File: src/rtl/mdef_pkg.sv
// shared constants, types and codes of the mash distance edge filter
package mdef_pkg;

  localparam int COUNT_BITS = 20;
  localparam int ID_BITS    = 24;
  localparam int FRAC_BITS  = 16;
  localparam int Q_W        = FRAC_BITS + 1;
  localparam int K_W        = 6;
  localparam int SUM_W      = COUNT_BITS + 1;

  localparam logic [Q_W-1:0] Q_ONE        = Q_W'(1) << FRAC_BITS;
  localparam logic [Q_W-1:0] THRESH_RESET = Q_W'(3277);
  localparam logic [K_W-1:0] KMER_RESET   = K_W'(21);

  localparam int IN_W   = ID_BITS * 2 + COUNT_BITS * 3;
  localparam int IN_TW  = ((IN_W + 7) / 8) * 8;
  localparam int OUT_W  = ID_BITS * 2 + Q_W * 2;
  localparam int OUT_TW = ((OUT_W + 7) / 8) * 8;

  // exponent search
  localparam int EXP_W      = 5;
  localparam int NORM_STEPS = 5;
  localparam int NORM_CMP_W = SUM_W + (1 << EXP_W);

  // mantissa division and squaring
  localparam int MANT_BITS  = 30;
  localparam int M_W        = MANT_BITS + 1;
  localparam int DV1_W      = SUM_W * 2;
  localparam int LOG_FRAC   = 32;
  localparam int L24_W      = EXP_W + LOG_FRAC - 8;
  localparam int LN2_W      = 32;
  localparam logic [LN2_W-1:0] LN2_Q32 = 32'd2977044472;
  localparam int PROD_W     = L24_W + LN2_W;

  // rounding division by k
  localparam int RND_SH     = 56 - FRAC_BITS;
  localparam int P_W        = PROD_W + 1;
  localparam int QDIV_STEPS = P_W - RND_SH;
  localparam int DV2_W      = RND_SH + K_W;

  localparam int OFF_D = NORM_STEPS;
  localparam int OFF_S = OFF_D + M_W;
  localparam int OFF_M = OFF_S + LOG_FRAC;
  localparam int OFF_B = OFF_M + 1;
  localparam int OFF_Q = OFF_B + 1;
  localparam int TOT   = OFF_Q + QDIV_STEPS;

  localparam int FIFO_DEPTH = 4;
  localparam int FPTR_W     = 2;

  localparam logic REG_THRESH = 1'b0;
  localparam logic REG_KMER   = 1'b1;

  typedef enum logic [1:0] {
    ST_EDGE  = 2'd0,
    ST_ORDER = 2'd1,
    ST_RATIO = 2'd2,
    ST_FAR   = 2'd3
  } status_t;

  typedef struct packed {
    logic [ID_BITS-1:0] from_id;
    logic [ID_BITS-1:0] to_id;
    status_t            status;
    logic               need_log;
    logic [Q_W-1:0]     dfix;
  } pl_t;

  typedef struct packed {
    pl_t              pl;
    logic [SUM_W-1:0] num;
    logic [SUM_W-1:0] den;
  } q_item_t;

endpackage

File: src/rtl/mdef_front.sv
// front end: unpacks a pair and sorts out skips and trivial distances
module mdef_front (
  input  logic [mdef_pkg::IN_TW-1:0] in_tdata,
  output mdef_pkg::q_item_t          item
);

  logic [mdef_pkg::ID_BITS-1:0]    id0, id1;
  logic [mdef_pkg::COUNT_BITS-1:0] c, a, b, lo, hi;
  logic [mdef_pkg::SUM_W-1:0]      total, c2;

  always_comb begin
    id0 = in_tdata[mdef_pkg::ID_BITS-1:0];
    id1 = in_tdata[2*mdef_pkg::ID_BITS-1:mdef_pkg::ID_BITS];
    c   = in_tdata[2*mdef_pkg::ID_BITS+mdef_pkg::COUNT_BITS-1:2*mdef_pkg::ID_BITS];
    a   = in_tdata[2*mdef_pkg::ID_BITS+2*mdef_pkg::COUNT_BITS-1:
                   2*mdef_pkg::ID_BITS+mdef_pkg::COUNT_BITS];
    b   = in_tdata[2*mdef_pkg::ID_BITS+3*mdef_pkg::COUNT_BITS-1:
                   2*mdef_pkg::ID_BITS+2*mdef_pkg::COUNT_BITS];
    lo  = (a < b) ? a : b;
    hi  = (a < b) ? b : a;
    total = mdef_pkg::SUM_W'(a) + mdef_pkg::SUM_W'(b);
    c2    = {c, 1'b0};

    item.pl.from_id  = id0;
    item.pl.to_id    = id1;
    item.pl.status   = mdef_pkg::ST_EDGE;
    item.pl.need_log = 1'b0;
    item.pl.dfix     = '0;
    item.num         = total;
    item.den         = c2;
    if (id0 >= id1) begin
      item.pl.status = mdef_pkg::ST_ORDER;
    end else if ({lo, 1'b0} < mdef_pkg::SUM_W'(hi)) begin
      item.pl.status = mdef_pkg::ST_RATIO;
    end else if (c == '0 || total <= mdef_pkg::SUM_W'(c)) begin
      item.pl.dfix = mdef_pkg::Q_ONE;
    end else if (c2 >= total) begin
      item.pl.dfix = '0;
    end else begin
      item.pl.need_log = 1'b1;
    end
  end

endmodule

File: config.mk
export PLATFORM = sky130hd
export DESIGN_NAME = mdef_front
export DESIGN_NICKNAME = d
export VERILOG_FILES = /design/src/rtl/mdef_pkg.sv /design/src/rtl/mdef_front.sv
export SDC_FILE = /design/constraint.sdc
export NUM_CORES = 1
export LEC_CHECK = 0
export BUFFER_PORTS_ARGS = -buffer_cell sky130_fd_sc_hd__buf_4
export CAP_MARGIN = 20
export CORE_ASPECT_RATIO = 0.6
export CORE_UTILIZATION = 38
export DETAILED_ROUTE_END_ITERATION = 8
export GPL_TIMING_DRIVEN = 0
export PLACE_DENSITY = 0.7
export RECOVER_POWER = 100
export SETUP_SLACK_MARGIN = 0.05
export SYNTH_ARGS = -nofsm -noshare
export SYNTH_HDL_FRONTEND = slang
export SYNTH_SLANG_ARGS = --single-unit
File: constraint.sdc
create_clock -name vclk -period 6.5
set_input_delay 1.625 -clock vclk [all_inputs]
set_output_delay 1.625 -clock vclk [all_outputs]
set_load 0.02 [all_outputs]
==> results of run 1 <==
worst max-delay path, delay by kind of cell:
family                     cells  cell delay (ps)
and+or+nand+nor                6             1410
buffers and inverters          6              730
adders and majority gates      2              540
AOI/OAI and AO/OA              4              540
xor gates and xnor gates       1              400
where the power goes:
group	switching [mW]	total, mW	internal [mW]
registers	0	0	0
logic	0.457	0.845	0.388
clock network	0	0	0
logic make-up after synthesis:
kind of cell | count (synthesis) | synth area share, %
and+or+nand+nor | 136 | 14.9
other | 1 | 0.0786
xor gates and xnor gates | 22 | 4.04
buffers and inverters | 190 | 22.4
muxes | 22 | 4.75
adders and majority gates | 123 | 32.4
AOI/OAI and AO/OA | 149 | 21.4
stage by stage:
step	total power, mW	util (%)	TNS (ps)	setup slack (ps)
detailed placement	0.764	55.4	-2130	-804
global route	0.922	58.2	-1240	-557
floorplan	0.505	-	-32.1	-16.3
global placement	0.756	55.4	-2110	-796
CTS	0.808	57.4	-1080	-391
finish	0.845	58.2	-761	-380
layer usage:
| layer | track usage, % | share of wire (%) | up-vias |
|---|---|---|---|
| met5 | 0 | 0 | - |
| met4 | 0.189 | 0.35 | 0 |
| met3 | 1.70 | 7.3 | 6 |
| met2 | 28.9 | 37 | 197 |
| met1 | 36.2 | 55 | 2212 |
| li1 | - | - | 2638 |
final timing paths:
path | from | to | slack, ps | depth (start not counted)
max | in_tdata[99] | item[59] | -380 | 19
min | in_tdata[44] | item[82] | 3630 | 3
placed cells by master, fill, tap and decap left out, drive strengths merged, types with 9 or more instances in the layout:
| cell | instances |
|---|---|
| buf | 246 |
| nor3 | 10 |
| a21o | 16 |
| nor2b | 11 |
| conb | 17 |
| nand4 | 13 |
| a21oi | 48 |
| nor2 | 32 |
| xnor2 | 19 |
| inv | 97 |
| nand2 | 34 |
| o21ai | 36 |
| nand3 | 13 |
| clkbuf | 81 |
| mux2i | 20 |
| ha | 122 |
| nor4 | 9 |
synthesized netlist by cell type (13+ instances only):
cell type	n	area share [%]
a21oi_1	43	4.5
nand4_1	13	1.7
ha_1	122	32
nand3_1	13	1.4
buf_4	86	14
inv_1	95	7.5
xnor2_1	19	3.5
nor2_1	32	2.5
nand2_1	34	2.7
o21ai_0	35	3.7
a21o_1	16	2.5
mux2i_1	20	4.2
cell type report:
type | instances | area (um2)
inverter | 97 | 387
multi-input combinational | 469 | 4200
tap | 165 | 206
buffer | 91 | 729
fill | 1181 | 5070
timing repair buffer | 236 | 1540
repair_timing:
| item | in CTS | in global routing |
|---|---|---|
| gates resized for setup | 37 | 56 |
| buffers inserted | 15 | 20 |
| pin swaps | 18 | 50 |
| hold endpoints to repair | 0 | 0 |
| setup endpoints to repair | 3 | 3 |
==> impl_metrics.py, run 1 <==
metrics = {
    "worst_setup_path": {
        "end_kind": "output pin",
        "crit_fanout": 4,
        "critPathRequiredTime_ps": 4880,
        "critical_path.cell_chain": "buf_8, inv_4, ha_4, buf_4, nor4_1, nand2_1, nor2_1, a211oi_4, buf_4, xnor2_1, inv_1, ha_1, nand4_1, a41o_1, a211oi_2, a31oi_1, nand4_1, nor3b_4, buf_6",
        "path_class": "in2out",
        "critPathMaxStageDelay_ps": 530,
        "cpMaxStageDelayCell": "nor4_1",
        "cp.arrival_ps": 5250,
        "startpoint_type": "primary input",
    },
    "timing": {
        "slew_headroom_pct": 61.4,
        "holdWs_ps": 3630,
        "setup_slack_ps": -380,
        "fin_crit_ps": 6880,
        "post-route-period-util_pct": 106,
        "setup_violations": 3,
        "fmax_mhz": 145,
        "worst_pin_slew_ps": 573,
        "slew_viol_final": 0,
        "rsz0062_at_grt": "yes",
        "final-hold-violation-count": 0,
    },
    "power_and_ir_drop": {
        "vdd.ir_drop.worst_uv": 54.1,
        "p_per_area_mw_per_mm2": 119,
        "power.leakage_nw": 3.73,
    },
    "yosys": {
        "postSynthAreaPerCell_um2": 7.42,
        "syn_area_mm2": 0.00477,
        "synthCells": 643,
        "yosysSeqAreaShare_pct": 0,
        "synth_warnings": 0,
        "ys_types": 65,
    },
    "grt": {
        "antenna_found_initial": 0,
        "grt_max_degree": 11,
        "grt_pass1_wl_um": 22600,
        "grt_pass1_vias": 4296,
        "grt_util_all_layers_pct": 21.3,
        "globalRouteOverflowTotal": 0,
    },
    "die": {
        "die_y_um": 88.8,
        "die-area_mm2": 0.0130,
        "start_util_pct": 39.3,
        "num_io_pins": 222,
        "die_w_um": 147,
        "coreArea_mm2": 0.0121,
        "rows": 31,
    },
    "detailed_routing": {
        "drcViolationCount": 0,
        "drt_iter0_drc": 273,
        "ant_nets": 0,
        "via_per_inst": 4.78,
        "via_count": 5053,
        "wirelength_um": 15100,
        "first_pass_iters": 5,
        "wl_per_cell_um": 14.3,
    },
    "cells_and_area": {
        "finalNetCount": 1130,
        "design.seq.count": 0,
        "nClkBuffers": 0,
        "regArea_um2": 0,
        "areaGrowthSynthToFinish_pct": 48.3,
        "antennaDiodeCount": 0,
        "final_area_mm2": 0.00707,
        "drive_gt1_share_pct": 36.6,
        "fin_cells": 1058,
    },
    "place": {
        "hpwlAfterDp_um": 13000,
        "gp_congestion": 0.907,
        "port_buffers": 201,
        "dpl.cell_count": 1025,
        "place_area_mm2": 0.00672,
    },
    "flow_run": {
        "cap_violations": 0,
    },
    "outcome": {
        "status": "complete, but fails checks",
        "violations": "negative setup slack",
    },
    "clocking": {
        "hold_buffers": 0,
    },
    "hold_path": {
        "hold_class": "in2out",
    },
}
No activity file was read; power rests on OpenSTA's default activity.
==> run 2, diff against run 1 <==
--- a/config.mk
+++ b/config.mk
@@ -7,11 +7,10 @@
 export LEC_CHECK = 0
 export BUFFER_PORTS_ARGS = -buffer_cell sky130_fd_sc_hd__buf_4
 export CAP_MARGIN = 20
-export CORE_ASPECT_RATIO = 0.6
-export CORE_UTILIZATION = 38
+export CORE_UTILIZATION = 45
 export DETAILED_ROUTE_END_ITERATION = 8
 export GPL_TIMING_DRIVEN = 0
-export PLACE_DENSITY = 0.7
+export PLACE_DENSITY = 0.81
 export RECOVER_POWER = 100
 export SETUP_SLACK_MARGIN = 0.05
 export SYNTH_ARGS = -nofsm -noshare
==> run 2 against run 1 <==
  * The flow still finishes with violations (negative setup slack)
  * Core utilization rose by 10 points
  * Global-route usage rose by 2.1 points
  * Sequential share of layout area did not move
  * Via count rose by 2.7%
  * Non-clock buffer count rose by 2
  * Combinational power barely moved
==> impl_metrics.py, run 2 (synthesized netlist as in run 1, its figures left out) <==
metrics = {
    "outcome": {
        "status": "complete, but fails checks",
        "violations": "negative setup slack",
    },
    "grt": {
        "grt_use_met2_pct": 42.6,
        "met1_usage_pct": 30.6,
        "grt_pass1_vias": 4767,
        "busiest_layer": "met2",
        "grt_util_all_layers_pct": 23.4,
        "use_met3_pct": 1.43,
        "grt_max_degree": 11,
        "globalRouteOverflowTotal": 0,
        "antenna_found_initial": 0,
        "grt_pass1_wl_um": 21800,
    },
    "place": {
        "gp_congestion": 0.894,
        "hpwlAfterDp_um": 11600,
        "port_buffers": 201,
        "place_area_mm2": 0.00669,
    },
    "timing": {
        "setup_slack_ps": -263,
        "rsz0062_at_grt": "yes",
        "fmax_mhz": 148,
        "fin_crit_ps": 6760,
        "setup_violations": 3,
        "final-hold-violation-count": 0,
        "slew_viol_final": 0,
        "post-route-period-util_pct": 104,
        "holdWs_ps": 3630,
    },
    "die": {
        "die_w_um": 105,
        "num_io_pins": 222,
        "die-area_mm2": 0.0110,
        "rows": 37,
        "die_y_um": 105,
        "start_util_pct": 46.4,
        "coreArea_mm2": 0.0103,
    },
    "worst_setup_path": {
        "end_kind": "output pin",
        "path_class": "in2out",
        "cpMaxStageDelayCell": "fa_2",
        "crit_fanout": 4,
        "crit_buf_inv": 2,
        "critPathRequiredTime_ps": 4880,
        "critical_path.cell_chain": "buf_8, ha_4, fa_2, nor2b_4, o311a_1, o21a_4, a21oi_4, o21bai_1, a21oi_2, xnor2_1, ha_1, a21o_1, a21o_1, a21oi_2, a211oi_2, a31oi_1, nand4_1, nor3b_4, buf_6",
        "critPathMaxStageDelay_ps": 340,
        "startpoint_type": "primary input",
        "cp.arrival_ps": 5140,
        "crit_family": "compound AO/OA/AOI/OAI gates",
    },
    "detailed_routing": {
        "via_count": 5190,
        "drcViolationCount": 0,
        "wirelength_um": 14200,
        "via_per_inst": 5.03,
        "wl_per_cell_um": 13.7,
        "ant_nets": 0,
        "first_pass_iters": 5,
        "drt_iter0_drc": 236,
    },
    "cells_and_area": {
        "layout_commonest_cell": "buf_4",
        "nClkBuffers": 0,
        "layout_common_cells": "buf_4 (240), ha_1 (109), inv_1 (85)",
        "regArea_um2": 0,
        "design.seq.count": 0,
        "antennaDiodeCount": 0,
        "areaGrowthSynthToFinish_pct": 48.1,
        "final_area_mm2": 0.00706,
        "finalNetCount": 1132,
        "multiInputGateArea_mm2": 0.00420,
        "fillers": 879,
        "fin_util_pct": 68.7,
        "drive_gt1_share_pct": 38.2,
    },
    "hold_path": {
        "hold_class": "in2out",
        "min_to": "item[80]",
        "holdPathStages": 3,
        "min-delay-start": "in_tdata[42]",
    },
    "power_and_ir_drop": {
        "sw_frac_of_total_pct": 53.3,
        "seq_power_share_pct": 0,
        "power.leakage_nw": 3.76,
        "p_sw_mw": 0.452,
        "combPwrFrac_pct": 100.0,
        "p_per_area_mw_per_mm2": 120,
        "p_clk_share_pct": 0,
        "internal-power_mw": 0.397,
        "vdd.ir_drop.worst_uv": 57.0,
    },
    "flow_run": {
        "cap_violations": 0,
    },
}
[run 2: changes by cell type in the layout (fill, tap and decap cells not counted), moves of 3 or more]
cell,before,now
buf_6,12,6
clkbuf_1,80,73
buf_8,4,7
buf_4,227,240
a21oi_2,9,12
[run 2: metal layers]
layer / share of wire (%) / wire (um) / up-vias
met1: 44 / 6200 / 2362
li1: - / - / 2647
met4: 1.4 / 197 / 0
met5: 0 / 0 / -
met2: 50 / 7050 / 161
met3: 5.0 / 710 / 20
[run 2: final cells by class]
cell class         count  area share [%]
multi-input cells    469            59.4
well taps            136            2.41
plain buffers         91            10.2
inverters             97            5.55
repair buffers       238            22.4
[run 2: worst max path at each step]
| stage | cells past startpoint | to | from |
|---|---|---|---|
| finish | 19 | item[59] | in_tdata[88] |
| CTS | 22 | item[58] | in_tdata[99] |
| global route | 20 | item[59] | in_tdata[92] |
| detailed placement | 19 | item[59] | in_tdata[81] |
| floorplan | 20 | item[59] | in_tdata[97] |
| global placement | 18 | item[59] | in_tdata[81] |
[run 2: power by group through the flow]
stage | clock network [mW] | logic (mW) | registers [mW]
after floorplan | 0 | 0.505 | 0
after global placement | 0 | 0.741 | 0
after detailed placement | 0 | 0.753 | 0
after CTS | 0 | 0.795 | 0
after global routing | 0 | 0.924 | 0
final | 0 | 0.848 | 0
[run 2: through the flow]
stage / power, mW / TNS [ps] / cells / worst slack, ps
after global routing: 0.924 / -1140 / 1031 / -483
after floorplan: 0.505 / -32.1 / 659 / -16.3
after CTS: 0.795 / -933 / 1011 / -351
final: 0.848 / -635 / 1031 / -263
after detailed placement: 0.753 / -2100 / 996 / -761
after global placement: 0.741 / -2090 / 996 / -755
[run 2: timing repair]
| action | CTS | global route |
|---|---|---|
| cloned | 0 | 0 |
| hold endpoints to repair | 0 | 0 |
| endpoints found under the setup margin | 3 | 3 |
| pin swaps | 20 | 49 |
| resized for setup | 32 | 61 |
| hold buffers | 0 | 0 |
| buffers inserted | 16 | 21 |
