File: config.mk
export PLATFORM = sky130hd
export DESIGN_NAME = mdef_fifo
export DESIGN_NICKNAME = d
export VERILOG_FILES = /design/src/rtl/mdef_pkg.sv /design/src/rtl/mdef_fifo.sv
export SDC_FILE = /design/constraint.sdc
export NUM_CORES = 1
export LEC_CHECK = 0
export BUFFER_PORTS_ARGS = -buffer_cell sky130_fd_sc_hd__buf_2
export CELL_PAD_IN_SITES_DETAIL_PLACEMENT = 2
export CELL_PAD_IN_SITES_GLOBAL_PLACEMENT = 2
export CORE_ASPECT_RATIO = 1.1
export CORE_MARGIN = 2
export CORE_UTILIZATION = 45
export CTS_CLUSTER_SIZE = 28
export DETAILED_ROUTE_END_ITERATION = 7
export GPL_TIMING_DRIVEN = 0
export PLACE_DENSITY = 0.76
export SYNTH_ARGS = -nofsm -noshare
export SYNTH_HDL_FRONTEND = slang
export SYNTH_SLANG_ARGS = --single-unit
File: constraint.sdc
create_clock -name clk -period 13.6 [get_ports clk]
set_clock_uncertainty 0.2 [all_clocks]
set_input_delay 0.68 -clock clk [delete_from_list [all_inputs] [get_ports clk]]
set_output_delay 0.68 -clock clk [all_outputs]
set_load 0.01 [all_outputs]
File: src/rtl/mdef_pkg.sv
// shared constants, types and codes of the mash distance edge filter
package mdef_pkg;

  localparam int COUNT_BITS = 20;
  localparam int ID_BITS    = 24;
  localparam int FRAC_BITS  = 16;
  localparam int Q_W        = FRAC_BITS + 1;
  localparam int K_W        = 6;
  localparam int SUM_W      = COUNT_BITS + 1;

  localparam logic [Q_W-1:0] Q_ONE        = Q_W'(1) << FRAC_BITS;
  localparam logic [Q_W-1:0] THRESH_RESET = Q_W'(3277);
  localparam logic [K_W-1:0] KMER_RESET   = K_W'(21);

  localparam int IN_W   = ID_BITS * 2 + COUNT_BITS * 3;
  localparam int IN_TW  = ((IN_W + 7) / 8) * 8;
  localparam int OUT_W  = ID_BITS * 2 + Q_W * 2;
  localparam int OUT_TW = ((OUT_W + 7) / 8) * 8;

  // exponent search
  localparam int EXP_W      = 5;
  localparam int NORM_STEPS = 5;
  localparam int NORM_CMP_W = SUM_W + (1 << EXP_W);

  // mantissa division and squaring
  localparam int MANT_BITS  = 30;
  localparam int M_W        = MANT_BITS + 1;
  localparam int DV1_W      = SUM_W * 2;
  localparam int LOG_FRAC   = 32;
  localparam int L24_W      = EXP_W + LOG_FRAC - 8;
  localparam int LN2_W      = 32;
  localparam logic [LN2_W-1:0] LN2_Q32 = 32'd2977044472;
  localparam int PROD_W     = L24_W + LN2_W;

  // rounding division by k
  localparam int RND_SH     = 56 - FRAC_BITS;
  localparam int P_W        = PROD_W + 1;
  localparam int QDIV_STEPS = P_W - RND_SH;
  localparam int DV2_W      = RND_SH + K_W;

  localparam int OFF_D = NORM_STEPS;
  localparam int OFF_S = OFF_D + M_W;
  localparam int OFF_M = OFF_S + LOG_FRAC;
  localparam int OFF_B = OFF_M + 1;
  localparam int OFF_Q = OFF_B + 1;
  localparam int TOT   = OFF_Q + QDIV_STEPS;

  localparam int FIFO_DEPTH = 4;
  localparam int FPTR_W     = 2;

  localparam logic REG_THRESH = 1'b0;
  localparam logic REG_KMER   = 1'b1;

  typedef enum logic [1:0] {
    ST_EDGE  = 2'd0,
    ST_ORDER = 2'd1,
    ST_RATIO = 2'd2,
    ST_FAR   = 2'd3
  } status_t;

  typedef struct packed {
    logic [ID_BITS-1:0] from_id;
    logic [ID_BITS-1:0] to_id;
    status_t            status;
    logic               need_log;
    logic [Q_W-1:0]     dfix;
  } pl_t;

  typedef struct packed {
    pl_t              pl;
    logic [SUM_W-1:0] num;
    logic [SUM_W-1:0] den;
  } q_item_t;

endpackage

File: src/rtl/mdef_fifo.sv
// short queue between the front end and the distance pipeline
module mdef_fifo (
  input  logic                    clk,
  input  logic                    rst_n,
  input  logic                    push,
  input  mdef_pkg::q_item_t       wdata,
  output logic                    not_full,
  input  logic                    pop,
  output logic                    not_empty,
  output mdef_pkg::q_item_t       rdata
);

  mdef_pkg::q_item_t               mem [mdef_pkg::FIFO_DEPTH];
  logic [mdef_pkg::FPTR_W-1:0]     wptr_r, wptr_nxt, rptr_r, rptr_nxt;
  logic [mdef_pkg::FPTR_W:0]       cnt_r, cnt_nxt;
  logic                            do_push, do_pop;

  assign not_full  = (cnt_r != (mdef_pkg::FPTR_W+1)'(mdef_pkg::FIFO_DEPTH));
  assign not_empty = (cnt_r != '0);
  assign rdata     = mem[rptr_r];
  assign do_push   = push && not_full;
  assign do_pop    = pop && not_empty;

  always_comb begin
    wptr_nxt = wptr_r + mdef_pkg::FPTR_W'(do_push);
    rptr_nxt = rptr_r + mdef_pkg::FPTR_W'(do_pop);
    cnt_nxt  = cnt_r + (mdef_pkg::FPTR_W+1)'(do_push) - (mdef_pkg::FPTR_W+1)'(do_pop);
  end

  always_ff @(posedge clk) begin
    if (!rst_n) begin
      wptr_r <= '0;
      rptr_r <= '0;
      cnt_r  <= '0;
    end else begin
      wptr_r <= wptr_nxt;
      rptr_r <= rptr_nxt;
      cnt_r  <= cnt_nxt;
    end
  end

  always_ff @(posedge clk) begin
    if (do_push) begin
      mem[wptr_r] <= wdata;
    end
  end

  a_cnt_range: assert property (@(posedge clk) disable iff (!rst_n)
    cnt_r <= (mdef_pkg::FPTR_W+1)'(mdef_pkg::FIFO_DEPTH))
    else $error("queue count beyond depth");
  a_cnt_track: assert property (@(posedge clk) disable iff (!rst_n)
    do_push && !do_pop |=> cnt_r == $past(cnt_r) + 1'b1)
    else $error("queue count missed a push");
  a_no_pop_empty: assert property (@(posedge clk) disable iff (!rst_n)
    cnt_r == '0 |-> !do_pop)
    else $error("pop from empty queue");

endmodule

==> qor.yml, run 1 <==
sta:
  final-setup-viol-count: 0
  max_slew_margin: 0.384
  setup_slack_ns: 10.49
  maxSlewViolCount: 0
  fmax_ghz: 0.322
  tightest_slew_ns: 0.920
  timing.hold.ws_ns: 0.123
  period_share: 0.228
  period_minus_slack_ns: 3.11
  hold_viol_final: 0
  rsz0062_at_grt: "false"
synthesis:
  async_flop_share: 0
  synth_edf_count: 440
  ys_types: 25
  synth_common_cells: "440 x edfxtp_1, 110 x mux4_2, 10 x buf_2"
  synth.top_cells.by_area: "edfxtp_1 81%, mux4_2 15%, buf_12 0.98%"
  synth_area_um2: 16300
  ys_ff_latch: 447
  synthFlopType: "edfxtp_1"
  synth.most_common_cell: "edfxtp_1"
  yosys_warnings: 0
  synthDominantCellAreaShare: 0.810
  synth_area_per_cell_um2: 26.7
  synth_nets: 727
  yosys.area.top_type: "edfxtp_1"
  netlist_instances: 610
  ys_seq_area_frac: 0.818
worst_setup_path:
  reg2reg_slack_ns: 10.97
  critical_path.endpoint_type: "output port"
  timing.rr.end: "mem[2][36]"
  timing.rr.start: "cnt_r[1]"
  worstPathRequired_ns: 12.72
  arrival_ns: 2.23
  cp_max_fo: 10
  start_kind: "flop"
  critPathKind: "reg2out"
  ff2ff_path_depth: 6
drt:
  drtIter0Drc: 465
  via_per_inst: 5.29
  drcViolationCount: 0
  routedWlPerCell_um: 28.1
  wirelength_mm: 40.7
  antenna_left: 0
  drtPass1Iterations: 4
  num_vias: 7658
placed_design:
  io_buffer_count: 225
  dp_hpwl_mm: 27.8
  gp_congestion: 0.689
  place_area_um2: 18600
  dp_cells: 1364
  pre_cts_slack_ns: 10.73
power:
  power_switching_uw: 1040
  power.density_nw_per_um2: 194
  power.internal_uw: 2850
  clkPwrFrac: 0.319
  power_frac_comb: 0.238
  swShare: 0.267
  p_seq_frac: 0.443
  peakVddDrop_mv: 0.134
  leakagePower_uw: 0.00679
clocking:
  cts_hold_buf: 0
  cts_inserted_buffers: 46
  clock_path_buffers: 3
  clk_pin_slew_ns: 0.06
  h-tree-depth: 2
  cts_tree: "done"
  cts_sinks: 447
  cts_setup_buffers: 0
  insertion_delay_ns: 0.57
  ctsResizeCount: 0
  cts_root_buffer: "clkbuf_16"
run:
  cap_violations: 0
global_route:
  grt_start_max_net_pins: 48
  grt_pass1_vias: 8775
  antenna_found_initial: 4
  overflow: 0
  grt_usage: 0.222
  grt_pass1_wl_mm: 59.7
cells_and_area:
  syn2layout_area_growth_pct: 23.0
  nets: 1042
  multiInputGateArea_um2: 2710
  n_fill_cell: 3042
  regArea_um2: 13400
  stdcell_count: 1449
  final_area_um2: 20100
  layout-drive-gt1-share: 0.490
floorplanning:
  die_area_um2: 37800
  fp.coreArea_um2: 36000
  num_rows: 73
  die_h_um: 204
  die_width_um: 186
  ios: 226
  initial_utilization: 0.453
min_path:
  whs_endpoint: "mem[3][105]"
  whs_path_depth: 1
  min-delay-start: "wdata[105]"
  hp-class: "in2reg"
outcome:
  status: "finished, final reports clean"
layout make-up:
type,instances,share of cell area
antenna,3,0.000374
buffer,25,0.0133
clock buffer,53,0.0597
clock inverter,29,0.0132
inverter,2,0.000374
multi-input combinational,136,0.135
sequential,447,0.665
tap,487,0.0304
timing repair buffer,267,0.0824
layer usage:
metal	share of wire	GRT usage	vias to the layer above
li1	-	-	3285
met1	0.37	0.261	4063
met2	0.54	0.399	242
met3	0.057	0.0571	66
met4	0.023	0.0669	2
met5	0.00032	0	-
cell usage in the layout (no fill, tap or decap), types with 2 or more instances in the layout:
cell type / netlist / routed
nor3b_2: 0 / 2
buf_8: 1 / 7
and2_1: 7 / 7
edfxtp_1: 440 / 440
clkinvlp_4: 0 / 2
bufinv_16: 0 / 5
ha_1: 2 / 2
buf_4: 3 / 3
mux4_2: 110 / 110
buf_6: 1 / 35
buf_12: 8 / 8
clkinv_2: 0 / 9
diode_2: 0 / 3
dfxtp_1: 7 / 7
clkinv_1: 0 / 12
clkbuf_16: 0 / 47
buf_2: 10 / 235
buf_16: 0 / 2
clkbuf_1: 2 / 8
xnor2_1: 5 / 5
power groups by stage:
stage                     clock network, µW  logic [µW]  registers, µW
final                                  1240         925           1720
after global routing                   1320         995           1730
after CTS                              1270         951           1720
after detailed placement                  0         944           1750
after global placement                    0         855           1810
after floorplan                           0         554           1770
through the flow:
stage	setup TNS [ns]	utilization	power, µW
floorplan	0	-	2320
global placement	-962.57	0.502	2670
detailed placement	0	0.517	2690
CTS	0	0.557	3950
global route	0	0.558	4050
finish	0	0.558	3880
state kept, by name, indices dropped and copies added, names as in the netlist:
| signal | count |
|---|---|
| wptr_r | 2 |
| rptr_r | 2 |
| cnt_r | 3 |
| mem | 440 |
worst max-delay path, cell delays in order (launching register included):
cell and delay, ns:
dfxtp_1 0.36, buf_2 0.36, buf_2 0.38, mux4_2 0.37
buf_2 0.18
kinds of logic (layout without fill, tap and decap cells):
| kind of cell | count (synthesis) | after routing | share of synthesized area |
|---|---|---|---|
| other | 0 | 3 | 0 |
| DFF | 447 | 447 | 0.818 |
| adders and majority gates | 3 | 3 | 0.00276 |
| AOI/OAI and AO/OA | 2 | 2 | 0.000997 |
| buffers and inverters | 27 | 376 | 0.0168 |
| xor gates and xnor gates | 6 | 6 | 0.00322 |
| muxes | 110 | 110 | 0.152 |
| and+or+nand+nor | 15 | 15 | 0.00591 |
worst max path at each step:
stage,startpoint,end,slack (ns),depth (start not counted)
after floorplan,push,mem[1][0],3.92,2
final,rptr_r[1],rdata[45],10.49,4
after global placement,push,mem[1][75],-3.44,3
after CTS,rptr_r[1],rdata[45],10.41,4
after detailed placement,push,mem[2][32],10.73,6
after global routing,rptr_r[1],rdata[45],10.39,4
Note: power is estimated with default switching activity, not from simulation.
==> inputs of run 2 (changes only) <==
- ABC_AREA: default -> 1
- CORE_UTILIZATION: 45 -> 40
- PLACE_DENSITY: 0.76 -> 0.75
- clock period: 13.6 -> 3.1 ns (I/O delays scaled with it)
==> run 2 against run 1 <==
Net effect: core utilization down 2.4 points; sequential cell count unchanged; die area up 14%; final cell count up 48%; first-iteration DRC count up 14%; synthesized cell count up 83%; combinational power rose to 5.4 times the previous value; final area up 9.2%; register-to-register slack worse by 11 ns; largest cell class unchanged; highest routed layer is now met4.
==> qor.yml, run 2 <==
outcome:
  status: "finished, final reports clean"
clocking:
  cts_inserted_buffers: 47
  h-tree-depth: 2
  cts_hold_buf: 114
  cts_sinks: 447
  cts_setup_buffers: 0
  insertion_delay_ns: 0.57
  cts_tree: "done"
  ctsResizeCount: 0
  clock_path_buffers: 3
  cts_root_buffer: "clkbuf_16"
  clk_pin_slew_ns: 0.06
min_path:
  whs_path_depth: 2
  hp-class: "in2reg"
  whs_endpoint: "mem[3][14]"
  min-delay-start: "wdata[14]"
drt:
  via_per_inst: 5.29
  antenna_left: 0
  drtPass1Iterations: 5
  drcViolationCount: 0
  num_vias: 11300
  drtIter0Drc: 530
  routedWlPerCell_um: 24.9
  wirelength_mm: 53.3
cells_and_area:
  largest_reg_flops: 440
  syn2layout_area_growth_pct: 32.0
  finish.utilization: 0.533
  nets: 1654
  regMostFlops: "mem"
  layout-drive-gt1-share: 0.241
  stdcell_count: 2139
  top_regs: "mem: 440 flops, cnt_r: 3 flops"
  final_cell_mix: "440 x edfxtp_1, 247 x buf_2, 225 x nor2_1, 139 x o21ai_0, 114 x dlygate4sd3_1"
  layout_commonest_cell: "edfxtp_1"
worst_setup_path:
  crit_top_cell: "buf_16"
  max_stage_delay_ns: 0.87
  cp_cell_sequence: "inv_1 > nor3_4 > buf_16 > buf_16 > buf_16 > buf_16"
  reg2reg_slack_ns: 0.31
  worst-path-buf-inv: 5
  timing.rr.end: "mem[3][70]"
  timing.rr.start: "wptr_r[0]"
  cp_max_fo: 16
  start_kind: "flop"
  cp_top_family: "buffers and inverters"
  arrival_ns: 2.86
  worstPathRequired_ns: 3.17
  ff2ff_path_depth: 6
  critPathKind: "reg2reg"
  critical_path.endpoint_type: "flop"
  cp_slowest_cell: "nor3_4"
floorplanning:
  num_rows: 78
  die_h_um: 218
  ios: 226
  fp.coreArea_um2: 41100
  die_area_um2: 43100
  die_width_um: 198
  initial_utilization: 0.404
synthesis:
  synth_nets: 1231
  synth_edf_count: 440
  yosys.area.top_type: "edfxtp_1"
  synth_area_per_cell_um2: 14.9
  yosys_warnings: 0
  synth_common_cells: "440 x edfxtp_1, 226 x nor2_1, 139 x o21ai_0"
  synth.top_cells.by_area: "edfxtp_1 80%, nor2_1 5.1%, o21ai_0 4.2%"
  synthFlopType: "edfxtp_1"
  synthDominantCellAreaShare: 0.796
  synth.most_common_cell: "edfxtp_1"
  ys_ff_latch: 447
  ys_seq_area_frac: 0.804
  ys_types: 20
  synth_area_um2: 16600
  async_flop_share: 0
  netlist_instances: 1114
sta:
  timing.hold.ws_ns: 0.137
  maxSlewViolCount: 0
  hold_viol_final: 0
  fmax_ghz: 0.358
  period_share: 0.900
  max_slew_margin: 0.296
  final-setup-viol-count: 0
  rsz0062_at_grt: "false"
  period_minus_slack_ns: 2.79
  tightest_slew_ns: 1.05
  setup_slack_ns: 0.310
global_route:
  grt_start_max_net_pins: 18
  antenna_found_initial: 3
  grt_pass1_wl_mm: 79.8
  grt_pass1_vias: 12800
  grt_usage: 0.250
  overflow: 0
placed_design:
  gp_congestion: 0.702
  pre_cts_slack_ns: 0.268
  dp_hpwl_mm: 34.0
  io_buffer_count: 225
  dp_cells: 1934
run:
  cap_violations: 0
power:
  peakVddDrop_mv: 0.834
  power.density_nw_per_um2: 833
  leakagePower_uw: 0.00777
  fin_total_pwr_uw: 18200
==> run 2: stage by stage <==
| stage | area [µm²] | setup TNS (ns) |
|---|---|---|
| 5_1_grt | 21900 | 0 |
| 6_report | 21900 | 0 |
| 2_1_floorplan | 16700 | -345.40 |
| 3_5_place_dp | 19300 | 0 |
| 4_1_cts | 21900 | 0 |
| 3_3_place_gp | 18500 | -1365.80 |
==> run 2: layout make-up <==
cell class,instances,area [µm²]
multi-input combinational,584,2850
clock inverter,33,295
inverter,11,41.3
fill,3769,19200
sequential,447,13400
clock buffer,54,1200
antenna,4,10.0
timing repair buffer,374,3040
tap,560,701
buffer,72,414
==> run 2: logic make-up after synthesis <==
family,count (synthesis),synth area share
flip-flops,447,0.804
adder cells (fa/ha/maj),3,0.00271
XOR/XNOR,1,0.000528
AND/OR/NAND/NOR,249,0.0569
buffers and inverters,83,0.0274
AO/OA/AOI/OAI,331,0.108
==> run 2: how the worst max path moves through the flow <==
stage,startpoint,endpoint,slack (ns),cells after the start
after floorplan,cnt_r[1],mem[3][0],-0.80,4
after global placement,wptr_r[0],mem[3][95],-3.24,2
after detailed placement,wptr_r[0],mem[3][95],0.27,6
after CTS,wptr_r[0],mem[3][70],0.23,6
after global routing,wptr_r[0],mem[3][73],0.14,6
final,wptr_r[0],mem[3][70],0.31,6
==> run 2: worst reg2reg max path, cell delays in order (launching register included) <==
cell	delay, ns
dfxtp_1	0.48
inv_1	0.16
nor3_4	0.87
buf_16	0.25
buf_16	0.18
buf_16	0.16
buf_16	0.18
==> run 2: power breakdown <==
part           total [µW]  switching [µW]  internal (µW)
clock network        5560            2360           3210
registers            7650             231           7420
logic                5040            3260           1780
total               18200            5850          12400
==> run 2: layer usage <==
| layer | up-vias | global-route usage | part of all wire |
|---|---|---|---|
| met2 | 286 | 0.455 | 0.54 |
| met4 | 0 | 0.0845 | 0.023 |
| li1 | 5079 | - | - |
| met3 | 71 | 0.0351 | 0.038 |
| met1 | 5879 | 0.304 | 0.40 |
| met5 | - | 0 | 0 |
==> inputs of run 3 (changes only) <==
- CTS_BUF_LIST: default -> sky130_fd_sc_hd__clkbuf_16
==> run 3 against run 2 <==
Net effect: critical path depth unchanged; clock power barely moved; die area stayed put; global-route usage unchanged; setup slack worse by 0.0016 ns; via count grew 0.40%; final area about the same; count of clock-buffer cells in the layout decreased by 7; core utilization barely moved; maximum frequency about the same; first-iteration DRC count rose by 5.1%.
==> qor.yml, run 3 (synthesis gave the netlist of run 2 again) <==
clocking:
  clk_pin_slew_ns: 0.06
  h-tree-depth: 2
  insertion_delay_ns: 0.57
  cts_tree: "done"
  ctsResizeCount: 0
  cts_inserted_buffers: 47
  cts_sinks: 447
  cts_root_buffer: "clkbuf_16"
  clock_path_buffers: 3
worst_setup_path:
  cp_max_fo: 16
  reg2reg_slack_ns: 0.31
  cp_cell_sequence: "inv_1 > nor3_4 > buf_16 > buf_16 > buf_16 > buf_16"
  ff2ff_path_depth: 6
  max_stage_delay_ns: 0.87
  start_kind: "flop"
  cp_slowest_cell: "nor3_4"
  crit_top_cell: "buf_16"
  timing.rr.start: "wptr_r[0]"
  timing.rr.end: "mem[3][70]"
  critPathKind: "reg2reg"
  worstPathRequired_ns: 3.17
  arrival_ns: 2.86
  critical_path.endpoint_type: "flop"
power:
  power_frac_comb: 0.276
  leakagePower_uw: 0.00780
  peakVddDrop_mv: 0.834
  power_switching_uw: 5850
  swShare: 0.321
  power.internal_uw: 12400
  clkPwrFrac: 0.304
  p_seq_frac: 0.419
  power.density_nw_per_um2: 832
min_path:
  whs_endpoint: "mem[3][14]"
  whs_path_depth: 2
  min-delay-start: "wdata[14]"
  hp-class: "in2reg"
global_route:
  grt_usage: 0.250
  grt_start_max_net_pins: 18
  antenna_found_initial: 3
  grt_pass1_wl_mm: 79.8
  overflow: 0
  grt_pass1_vias: 12800
sta:
  hold_viol_final: 0
  maxSlewViolCount: 0
  final-setup-viol-count: 0
  max_slew_margin: 0.298
  tightest_slew_ns: 1.05
  rsz0062_at_grt: "false"
  fmax_ghz: 0.358
  period_share: 0.901
  timing.hold.ws_ns: 0.136
  period_minus_slack_ns: 2.79
cells_and_area:
  layout_commonest_cell: "edfxtp_1"
  regMostFlops: "mem"
  stdcell_count: 2140
  largest_reg_flops: 440
  nets: 1654
  n_fill_cell: 3769
  top_regs: "mem: 440 flops, cnt_r: 3 flops"
  layout-drive-gt1-share: 0.241
  final_cell_mix: "440 x edfxtp_1, 247 x buf_2, 225 x nor2_1, 139 x o21ai_0, 114 x dlygate4sd3_1"
  syn2layout_area_growth_pct: 32.0
drt:
  wirelength_mm: 53.4
  drtIter0Drc: 557
  routedWlPerCell_um: 24.9
  drcViolationCount: 0
  drtPass1Iterations: 5
  via_per_inst: 5.31
  num_vias: 11400
  antenna_left: 0
placed_design:
  dp_cells: 1934
  io_buffer_count: 225
  gp_congestion: 0.702
  dp_hpwl_mm: 34.0
run:
  cap_violations: 0
floorplanning:
  die_area_um2: 43100
  die_h_um: 218
  ios: 226
  die_width_um: 198
  fp.coreArea_um2: 41100
  initial_utilization: 0.404
  num_rows: 78
outcome:
  status: "finished, final reports clean"
## run 3: changes by cell type in the layout (fill, tap and decap cells not counted)
cell      previous run  this run
clkbuf_1            36        29
inv_1                9        16
diode_2              4         5
## run 3: worst max path at each step
stage              start          to  slack, ns  cells after the start
2_1_floorplan   cnt_r[1]   mem[3][0]      -0.80                      4
3_3_place_gp   wptr_r[0]  mem[3][95]      -3.24                      2
3_5_place_dp   wptr_r[0]  mem[3][95]       0.27                      6
4_1_cts        wptr_r[0]  mem[3][70]       0.23                      6
5_1_grt        wptr_r[0]  mem[3][73]       0.14                      6
6_report       wptr_r[0]  mem[3][70]       0.31                      6
## run 3: layout make-up
class | instances | area (µm²) | share of cell area
antenna | 5 | 12.5 | 0.000571
timing repair buffer | 374 | 3040 | 0.139
inverter | 11 | 41.3 | 0.00188
clock inverter | 40 | 322 | 0.0147
tap | 560 | 701 | 0.0320
multi-input combinational | 584 | 2850 | 0.130
sequential | 447 | 13400 | 0.609
buffer | 72 | 414 | 0.0189
clock buffer | 47 | 1180 | 0.0537
## run 3: through the flow
| step | util | setup WS, ns | setup TNS [ns] | cell area (µm²) | power [µW] |
|---|---|---|---|---|---|
| 2_1_floorplan | - | -0.802 | -345.40 | 16700 | 10100 |
| 3_3_place_gp | 0.450 | -3.24 | -1365.80 | 18500 | 12200 |
| 3_5_place_dp | 0.469 | 0.268 | 0 | 19300 | 12700 |
| 4_1_cts | 0.533 | 0.230 | 0 | 21900 | 18400 |
| 5_1_grt | 0.533 | 0.143 | 0 | 21900 | 19000 |
| 6_report | 0.533 | 0.308 | 0 | 21900 | 18200 |
## run 3: per-layer routing
metal  wire (µm)  GRT usage  up-vias
li1            -          -     5084
met1       21400      0.304     5918
met2       28700      0.455      284
met3        2020     0.0351       74
met4        1250     0.0845        0
met5           0          0        -
## run 3: power by group through the flow
stage               Clock (µW)  Combinational (µW)  Sequential [µW]
floorplan                    0                2420             7720
global placement             0                4370             7820
detailed placement           0                4920             7760
CTS                       5620                5100             7640
global route              5870                5440             7690
finish                    5540                5040             7650
## run 3: critical path, delay by kind of cell, from the launching register on
kind                   cells  cell delay, ns
buffers and inverters      5            0.92
and+or+nand+nor            1            0.87
DFF                        1            0.48
## run 3: what timing repair did
item,4_1_cts,5_1_grt
setup buffers,0,0
hold buffers,114,0
hold endpoints to repair,474,0
